File: config.mk
export PLATFORM = sky130hd
export DESIGN_NAME = wca_ctrl
export DESIGN_NICKNAME = d
export VERILOG_FILES = /design/src/rtl/wca_pkg.sv /design/src/rtl/wca_ctrl.sv
export SDC_FILE = /design/constraint.sdc
export NUM_CORES = 1
export LEC_CHECK = 0
export BUFFER_PORTS_ARGS = -buffer_cell sky130_fd_sc_hd__buf_2
export CAP_MARGIN = 20
export CORE_AREA = 2 2 39 41
export CTS_CLUSTER_DIAMETER = 30
export CTS_CLUSTER_SIZE = 28
export DETAILED_ROUTE_END_ITERATION = 6
export DIE_AREA = 0 0 41 43
export SLEW_MARGIN = 20
export SYNTH_ARGS = -nofsm -noshare
export SYNTH_HDL_FRONTEND = slang
export SYNTH_SLANG_ARGS = --single-unit
File: constraint.sdc
create_clock -name clock -period 2.52 [get_ports clock]
set_clock_uncertainty 0.05 [all_clocks]
set_input_delay 0.504 -clock clock [delete_from_list [all_inputs] [get_ports clock]]
set_output_delay 0.504 -clock clock [all_outputs]
set_load 0.01 [all_outputs]
File: src/rtl/wca_pkg.sv
// Package for the weighted centroid accumulator.
// Transaction payload types, opcodes, controller commands and FSM states.
// No dependencies.
`default_nettype none

package wca_pkg;

   // Opcodes carried in the request
   localparam logic [1:0] OP_CLEAR = 2'd0;
   localparam logic [1:0] OP_ACCUM = 2'd1;
   localparam logic [1:0] OP_READ  = 2'd2;
   localparam logic [1:0] OP_SPARE = 2'd3;

   // Quotient bits produced by the divider lanes
   localparam int QBITS = 16;
   localparam int CHANS = 4;
   localparam int LANES = CHANS + 1;
   localparam int POP_BITS = 36;

   typedef struct packed {
      logic [1:0]  opcode;
      logic [7:0]  entry;
      logic [15:0] chan_alpha;
      logic [15:0] chan_red;
      logic [15:0] chan_green;
      logic [15:0] chan_blue;
      logic [15:0] weight;
      logic [15:0] match_error;
   } req_type;

   typedef struct packed {
      logic                status;
      logic [15:0]         avg_alpha;
      logic [15:0]         avg_red;
      logic [15:0]         avg_green;
      logic [15:0]         avg_blue;
      logic [POP_BITS-1:0] popularity;
      logic                kept_previous;
      logic [15:0]         mean_error;
   } rsp_type;

   // Commands from controller to datapath
   typedef struct packed {
      logic capture;
      logic update;
      logic setup;
      logic sat_check;
      logic div_step;
      logic load_rsp;
   } cmd_type;

   typedef enum logic [2:0] {
      ST_IDLE,
      ST_FETCH,
      ST_UPDATE,
      ST_SETUP,
      ST_SATCHK,
      ST_DIVIDE,
      ST_FINISH
   } state_type;

endpackage

`default_nettype wire

File: src/rtl/wca_ctrl.sv
// Controller for the weighted centroid accumulator.
// Sequences fetch, update, divide and response load; depends on wca_pkg.
`default_nettype none

module wca_ctrl
   import wca_pkg::*;
(
   input  wire logic    clock,
   input  wire logic    reset,
   input  wire logic    req_valid,
   output logic         req_ready,
   output logic         rsp_valid,
   input  wire logic    rsp_ready,
   output cmd_type      cmd
);

   localparam int CNT_BITS = $clog2(QBITS);

   state_type               state_ff, state_in;
   logic [CNT_BITS-1:0]     cnt_ff, cnt_in;
   logic                    rsp_valid_ff, rsp_valid_in;

   // State and step counter registers
   always_ff @(posedge clock) begin
      if (reset) begin
         state_ff     <= ST_IDLE;
         cnt_ff       <= '0;
         rsp_valid_ff <= 1'b0;
      end else begin
         state_ff     <= state_in;
         cnt_ff       <= cnt_in;
         rsp_valid_ff <= rsp_valid_in;
      end
   end

   // Next state and commands
   always_comb begin
      state_in     = state_ff;
      cnt_in       = cnt_ff;
      rsp_valid_in = rsp_valid_ff && !rsp_ready;
      cmd          = '0;
      req_ready    = 1'b0;
      unique case (state_ff)
         ST_IDLE: begin
            req_ready = 1'b1;
            if (req_valid) begin
               cmd.capture = 1'b1;
               state_in    = ST_FETCH;
            end
         end
         ST_FETCH: begin
            state_in = ST_UPDATE;
         end
         ST_UPDATE: begin
            cmd.update = 1'b1;
            state_in   = ST_SETUP;
         end
         ST_SETUP: begin
            cmd.setup = 1'b1;
            state_in  = ST_SATCHK;
         end
         ST_SATCHK: begin
            cmd.sat_check = 1'b1;
            cnt_in        = '0;
            state_in      = ST_DIVIDE;
         end
         ST_DIVIDE: begin
            cmd.div_step = 1'b1;
            cnt_in       = cnt_ff + CNT_BITS'(1);
            if (cnt_ff == CNT_BITS'(QBITS - 1)) begin
               state_in = ST_FINISH;
            end
         end
         ST_FINISH: begin
            // Output register must be free or draining this cycle
            if (!rsp_valid_ff || rsp_ready) begin
               cmd.load_rsp = 1'b1;
               rsp_valid_in = 1'b1;
               state_in     = ST_IDLE;
            end
         end
         default: begin
            state_in = ST_IDLE;
         end
      endcase
   end

   assign rsp_valid = rsp_valid_ff;

endmodule

`default_nettype wire

==> metrics.md, run 1 <==
| Metric | Value |
|---|---|
| Outcome | finished, final reports clean |
| Compound-Gate Fraction of Synth Area | 17.8% |
| DR vias | about 380 |
| Post-CTS setup buffer count | 0 |
| Via-to-Cell Ratio | 4.78 |
| Worst hold slack | 0.428 ns |
| Synth Area in Adders | 2.97% |
| Synth cell types | 26 |
| Htree depth | 1 |
| Final worst path period need | 1.83 ns |
| Clk buf depth | 2 |
| Setup CP Type | reg -> out |
| Drt total wl | 780 µm |
| Design Power | ~0.00028 W |
| IO Pins | 12 |
| Yosys warns | 0 |
| Largest family of logic cells by synthesized area | simple AND/OR/NAND/NOR gates |
| Sum of negative setup slack | 0 ns |
| Clock tree from TritonCTS | done |
| Die area | about 1800 µm² |
| Initial DRC Count | 1 |
| XOR/XNOR share of the synthesized area | 0% |
| CTS resizes | 0 |
| Synth Instances | 54 |
| First-pass GRT wire length | 1.33 mm |
| #FFs+latches synth | 8 |
| RSZ-0062 raised after global routing | false |
| P_leak | 0.211 nW |
| Slew at the pin closest to its max-slew limit | between 0.3 and 0.4 ns |
| Simple-Gate Fraction of Synth Area | 32.3% |
| Die width | 41 µm |
| # diodes | 0 |
| Clock transition at path regs | 0.05 ns |
| Maximum clock frequency | between 0.5 and 0.6 GHz |
| Final slew viol count | 0 |
| Max IR drop VDD | 294 µV |
| Cts hold-fix bufs | 0 |
| Routed Antenna Nets | 0 |
| Post-route DRC | 0 |
| Finished Layout Cells | 79 |
| Post-synth EDFFs | 0 |
| Internal reg-to-reg setup slack | between 1 and 1.5 ns |
| Post-synthesis cell area | 422 µm² |
| Root Driver | clkbuf_4 |
| Later-pin clock latency in the skew report | 0.25 ns |
| Most frequent cells in the layout | 11 x buf_2, 8 x dfxtp_1, 5 x nand2_1, 5 x a21oi_1, 4 x nor2_1 |
| Total clock sinks | 8 |
| Die height | 43 µm |
| Syn nets | 59 |
| Hold Path Class | reg -> reg |
| Pre-CTS WS | 0.934 ns |
| Final setup fails | 0 |
| Commonest non-fill, non-tap cell in the layout | buf_2 |
| Via count of the first global-routing pass | around 320 |
| Rel. slew slack | 73.5% |
| Setup WS post-layout | 0.694 ns |
| Grt total ovfl | 0 |
| Core Box Area | 1380 µm² |
| Placed wire-length estimate | 571 µm |
| Worst Path Arrival | roughly 1.3 ns |
| Drt pass-1 iters | 2 |
| Crit start category | register |
| Initial antenna violation count | 0 |
| Final-stage net count | 70 |
| Seq/Total Area, Yosys | a little under two fifths |
| Avg Inst Size Synth | a little under 8 µm² |
| Power per cell area | ~550 nW/µm² |
| IO buf count | 11 |
| Pin count of the biggest net entering global routing | 15 |
| Layout cells sized above 1 | 23.8% |
| Initial Utilization | 30.5% |
| Core Rows | 14 |
| Number of hold violations in the final report | 0 |
| Ys async rst share | 0% |
| Synth-to-Final Area Change | 18.4% |
| Max Fanout on Critical Path | 14 |
| Main synth FF type | dfxtp_1 |
| WL/cell | 9.87 µm |
| TritonCTS buffer count | 3 |
| Placed Instances | 76 |
| Final GP Congestion | 0.659 |
| GR Util All Layers | between 10% and 20% |
| Tcrit/Tclk final | slightly above 70% |
| MaxCap Viol Count | 0 |
| CP Data Required Time | 1.97 ns |
| Post-synthesis mux area share | under 10% |
| CP Capture Type | output port |
==> final cells by class <==
class / count / area, µm²
Sequential cell: 8 / 160
Fill cell: 157 / 885
Clock buffer: 3 / 22.5
Timing Repair Buffer: 11 / 55.1
Multi-Input combinational cell: 39 / 234
Tap cell: 16 / 20.0
Inverter: 2 / 7.51
==> flip-flops by register name, summed over array words and instances (netlist names) <==
| signal | cells |
|---|---|
| cnt_ff | 4 |
| state_ff | 3 |
| rsp_valid | 1 |
==> per-layer routing <==
layer  global-route usage, %  routed length, µm
met1                    16.1                380
met2                    14.1                347
met3                    7.85                 52
met4                       0                  0
met5                       0                  0
==> kinds of logic (layout without fill, tap and decap cells) <==
family          after synthesis  count (layout)
flops                         8               8
buf+inv                       7              16
fa+ha+maj                     1               1
mux                           1               1
simple gates                 25              25
compound gates               12              12
==> worst max-delay path, cell delays in order, from the launching register on <==
cell and delay (ns):
dfxtp_1 0.56, and3b_1 0.31, buf_2 0.16
==> final timing paths <==
path | start | depth (start not counted) | endpoint
worst min register to register | cnt_ff[1]$_SDFFE_PP0P_ | 2 | cnt_ff[1]$_SDFFE_PP0P_
worst min-delay path | cnt_ff[1]$_SDFFE_PP0P_ | 2 | cnt_ff[1]$_SDFFE_PP0P_
worst max register to register | state_ff[2]$_SDFFE_PP0P_ | 3 | cnt_ff[3]$_SDFFE_PP0P_
worst max-delay path | state_ff[2]$_SDFFE_PP0P_ | 2 | cmd[1]
==> power breakdown <==
group	total (W)	internal (W)	switching, W
clock network	0.0000960	0.0000544	0.0000416
registers	0.000143	0.000131	0.0000117
logic	0.0000371	0.0000188	0.0000183
==> synth_stat cells (2+ instances only) <==
cell type / count / area, µm²
a21oi_1: 5 / 25.0
clkbuf_1: 3 / 11.3
dfxtp_1: 8 / 160
inv_1: 2 / 7.51
nand2_1: 5 / 18.8
nand2b_1: 3 / 18.8
nand3_1: 3 / 15.0
nand3b_1: 2 / 15.0
nor2_1: 4 / 15.0
nor3_1: 2 / 10.0
o21ai_0: 2 / 10.0
==> per-stage QoR <==
stage	area, µm²	utilization, %
after detailed placement	477	34.4
final	499	36.1
after global placement	477	34.4
after floorplan	422	-
after CTS	499	36.1
after global routing	499	36.1
No activity file was read; power rests on OpenSTA's default activity.
==> run 2: changes to the inputs <==
Clock period 2.52 ns to 1.6 ns, I/O delays scaled along.
==> run 2 against run 1 <==
  * Combinational power increased by 66%
  * Power increased by 60%
  * Global-route usage rose by 1.2 points
  * Routed wire length rose by 3.2%
  * Register-to-register slack worse by 0.75 ns
  * Critical path depth stayed put
  * Worst setup slack lost 0.56 ns
  * Sequential cell count stayed put
  * Critical path type unchanged
  * Largest power group unchanged
==> metrics.md, run 2 (synthesized netlist as in run 1, its figures left out) <==
| Metric | Value |
|---|---|
| Outcome | finished, final reports clean (unchanged) |
| CP Cell Sequence | and3b_1 -> buf_2 (unchanged) |
| Power per cell area | 862 nW/µm² (was 553 nW/µm²) |
| Post-route DRC | 0 (unchanged) |
| Layout cells sized above 1 | 29.7% (was 23.8%) |
| Clock tree from TritonCTS | done (unchanged) |
| MaxCap Viol Count | 0 (unchanged) |
| TritonCTS buffer count | 3 (unchanged) |
| Max reg flops | 4 (unchanged) |
| Routed wl met2 | 366 µm (was 347 µm) |
| Initial DRC Count | 14 (was 1) |
| CP max-delay cell | dfxtp_2 (was dfxtp_1) |
| Hold EP | state_ff[0]$_SDFFE_PP0P_ (was cnt_ff[1]$_SDFFE_PP0P_) |
| Die area | 1760 µm² (unchanged) |
| Sum of negative setup slack | 0 ns (unchanged) |
| Pre-CTS WS | 0.205 ns (was 0.934 ns) |
| Clk buf depth | 2 (unchanged) |
| Maximum clock frequency | 0.681 GHz |
| Die width | 41 µm (unchanged) |
| Clock transition at path regs | 0.05 ns (about the same) |
| RSZ-0062 raised after global routing | false (unchanged) |
| Drt total wl | 805 µm (was 780 µm) |
| Worst Path Arrival | 1.10 ns (was 1.27 ns) |
| Grt total ovfl | 0 (unchanged) |
| Crit path buffers/inverters | 1 (unchanged) |
| Placed wire-length estimate | 598 µm (was 571 µm) |
| RR Endpoint | cnt_ff[3]$_SDFFE_PP0P_ (unchanged) |
| Synth-to-Final Area Change | 21.1% (was 18.4%) |
| Final worst path period need | 1.47 ns |
| Via-to-Cell Ratio | 4.98 (was 4.78) |
| Setup WS post-layout | 0.131 ns (was 0.694 ns) |
| Placed Instances | 77 (was 76) |
| GR Util All Layers | 12.3% (was 11.1%) |
| Initial Utilization | 30.5% (unchanged) |
| Reg power frac | 51.1% (was 51.8%) |
| Top reg by flops | cnt_ff (unchanged) |
| Most frequent cells in the layout | 11 x buf_2, 5 x nand2_1, 5 x a21oi_1, 5 x dfxtp_1, 4 x nor2_1 (was 11 x buf_2, 8 x dfxtp_1, 5 x nand2_1, 5 x a21oi_1, 4 x nor2_1) |
| Tcrit/Tclk final | 91.8% |
| Routed Antenna Nets | 0 (unchanged) |
| P_sw | 0.000115 W (was 0.0000716 W) |
| Reg2Reg Depth | 3 (unchanged) |
| Hold Startpoint | reset (was cnt_ff[1]$_SDFFE_PP0P_) |
| # diodes | 0 (unchanged) |
| Total clock sinks | 8 (unchanged) |
| Worst Hold Depth | 2 (unchanged) |
| CP delay by family, top | flip-flops (unchanged) |
| Combinational cell fraction of total power | 14.0% (was 13.4%) |
| Max Fanout on Critical Path | 12 (was 14) |
| Net Sw Frac | 26.2% (was 25.9%) |
| IO Pins | 12 (unchanged) |
| CP Capture Type | output port (unchanged) |
| Commonest non-fill, non-tap cell in the layout | buf_2 (unchanged) |
| Final GP Congestion | 0.686 (was 0.659) |
| WL/cell | 10.1 µm (was 9.87 µm) |
| Internal reg-to-reg setup slack | 0.31 ns (was 1.06 ns) |
| First-pass GRT wire length | 1.37 mm (was 1.33 mm) |
| Clk pwr share | 34.9% (was 34.8%) |
| Initial antenna violation count | 0 (unchanged) |
| Pint | 0.000325 W (was 0.000204 W) |
| Number of hold violations in the final report | 0 (unchanged) |
| Hold Path Class | in -> reg (was reg -> reg) |
| Max IR drop VDD | 320 µV (was 294 µV) |
| Core Box Area | 1380 µm² (unchanged) |
| Cts hold-fix bufs | 0 (unchanged) |
| Pin count of the biggest net entering global routing | 13 (was 15) |
| Final slew viol count | 0 (unchanged) |
| R2r startpoint | state_ff[0]$_SDFFE_PP0P_ (was state_ff[2]$_SDFFE_PP0P_) |
| DR vias | 398 (was 378) |
| Slew at the pin closest to its max-slew limit | 0.192 ns (was 0.398 ns) |
| Setup CP Type | reg -> out (unchanged) |
| Later-pin clock latency in the skew report | 0.25 ns (about the same) |
| Via count of the first global-routing pass | 342 (was 318) |
| Die height | 43 µm (unchanged) |
| CP Data Required Time | 1.23 ns (was 1.97 ns) |
| Drt pass-1 iters | 4 (was 2) |
| Htree depth | 1 (unchanged) |
| P_leak | 0.218 nW (was 0.211 nW) |
| Worst hold slack | 0.295 ns (was 0.428 ns) |
| Post-DP Area | 484 µm² (was 477 µm²) |
| Max layer used | met3 (unchanged) |
| Core Rows | 14 (unchanged) |
| Metal-1 WL | 404 µm (was 380 µm) |
| Root Driver | clkbuf_4 (unchanged) |
| Final setup fails | 0 (unchanged) |
| Crit start category | register (unchanged) |
| Final-stage net count | 71 (was 70) |
| IO buf count | 11 (unchanged) |
| CP max stage delay | 0.42 ns (was 0.56 ns) |
| Rel. slew slack | 87.1% (was 73.5%) |
| Met3 wire length | 33 µm (was 52 µm) |
| Post-route cell area | 510 µm² (was 499 µm²) |
| Finished Layout Cells | 80 (was 79) |
==> run 2: cell types whose count changed in the layout (fill, tap and decap cells not counted) <==
cell     change
buf_4        +1
dfxtp_1      -3
dfxtp_2      +3
==> run 2: worst max-delay path by stage <==
stage	startpoint	endpoint	slack, ns	depth (start not counted)
floorplan	state_ff[1]$_SDFFE_PP0P_	cmd[5]	0.18	3
global placement	state_ff[0]$_SDFFE_PP0P_	cnt_ff[3]$_SDFFE_PP0P_	0.25	3
detailed placement	state_ff[0]$_SDFFE_PP0P_	cnt_ff[3]$_SDFFE_PP0P_	0.21	3
CTS	state_ff[0]$_SDFFE_PP0P_	cmd[1]	0.001	2
global route	state_ff[1]$_SDFFE_PP0P_	cmd[5]	0.03	3
finish	state_ff[0]$_SDFFE_PP0P_	cmd[1]	0.13	2
==> run 2: cell type report <==
type,instances,area (µm²)
tap,16,20.0
clock buffer,3,22.5
sequential,8,164
fill,145,873
inverter,2,7.51
timing repair buffer,12,62.6
multi-input combinational,39,234
==> run 2: through the flow <==
step	utilization (%)	total power, W
2_1_floorplan	-	0.000269
3_3_place_gp	35.0	0.000290
3_5_place_dp	35.0	0.000290
4_1_cts	36.6	0.000449
5_1_grt	36.9	0.000476
6_report	36.9	0.000440
==> run 2: metal layers <==
metal | vias to the layer above | GRT usage [%]
met3 | 0 | 9.42
met4 | 0 | 6.00
met2 | 8 | 14.7
li1 | 209 | -
met1 | 181 | 15.5
met5 | - | 0
==> run 2: timing repair <==
| action | 4_1_cts | 5_1_grt |
|---|---|---|
| resized for setup | 0 | 3 |
| setup buffers | 0 | 0 |
| endpoints found under the setup margin | 0 | 4 |
==> run 2: power by group through the flow <==
| stage | registers [W] | clock network, W | logic, W |
|---|---|---|---|
| 2_1_floorplan | 0.000214 | 0 | 0.0000546 |
| 3_3_place_gp | 0.000227 | 0 | 0.0000625 |
| 3_5_place_dp | 0.000228 | 0 | 0.0000617 |
| 4_1_cts | 0.000223 | 0.000164 | 0.0000622 |
| 5_1_grt | 0.000228 | 0.000179 | 0.0000695 |
| 6_report | 0.000225 | 0.000154 | 0.0000617 |
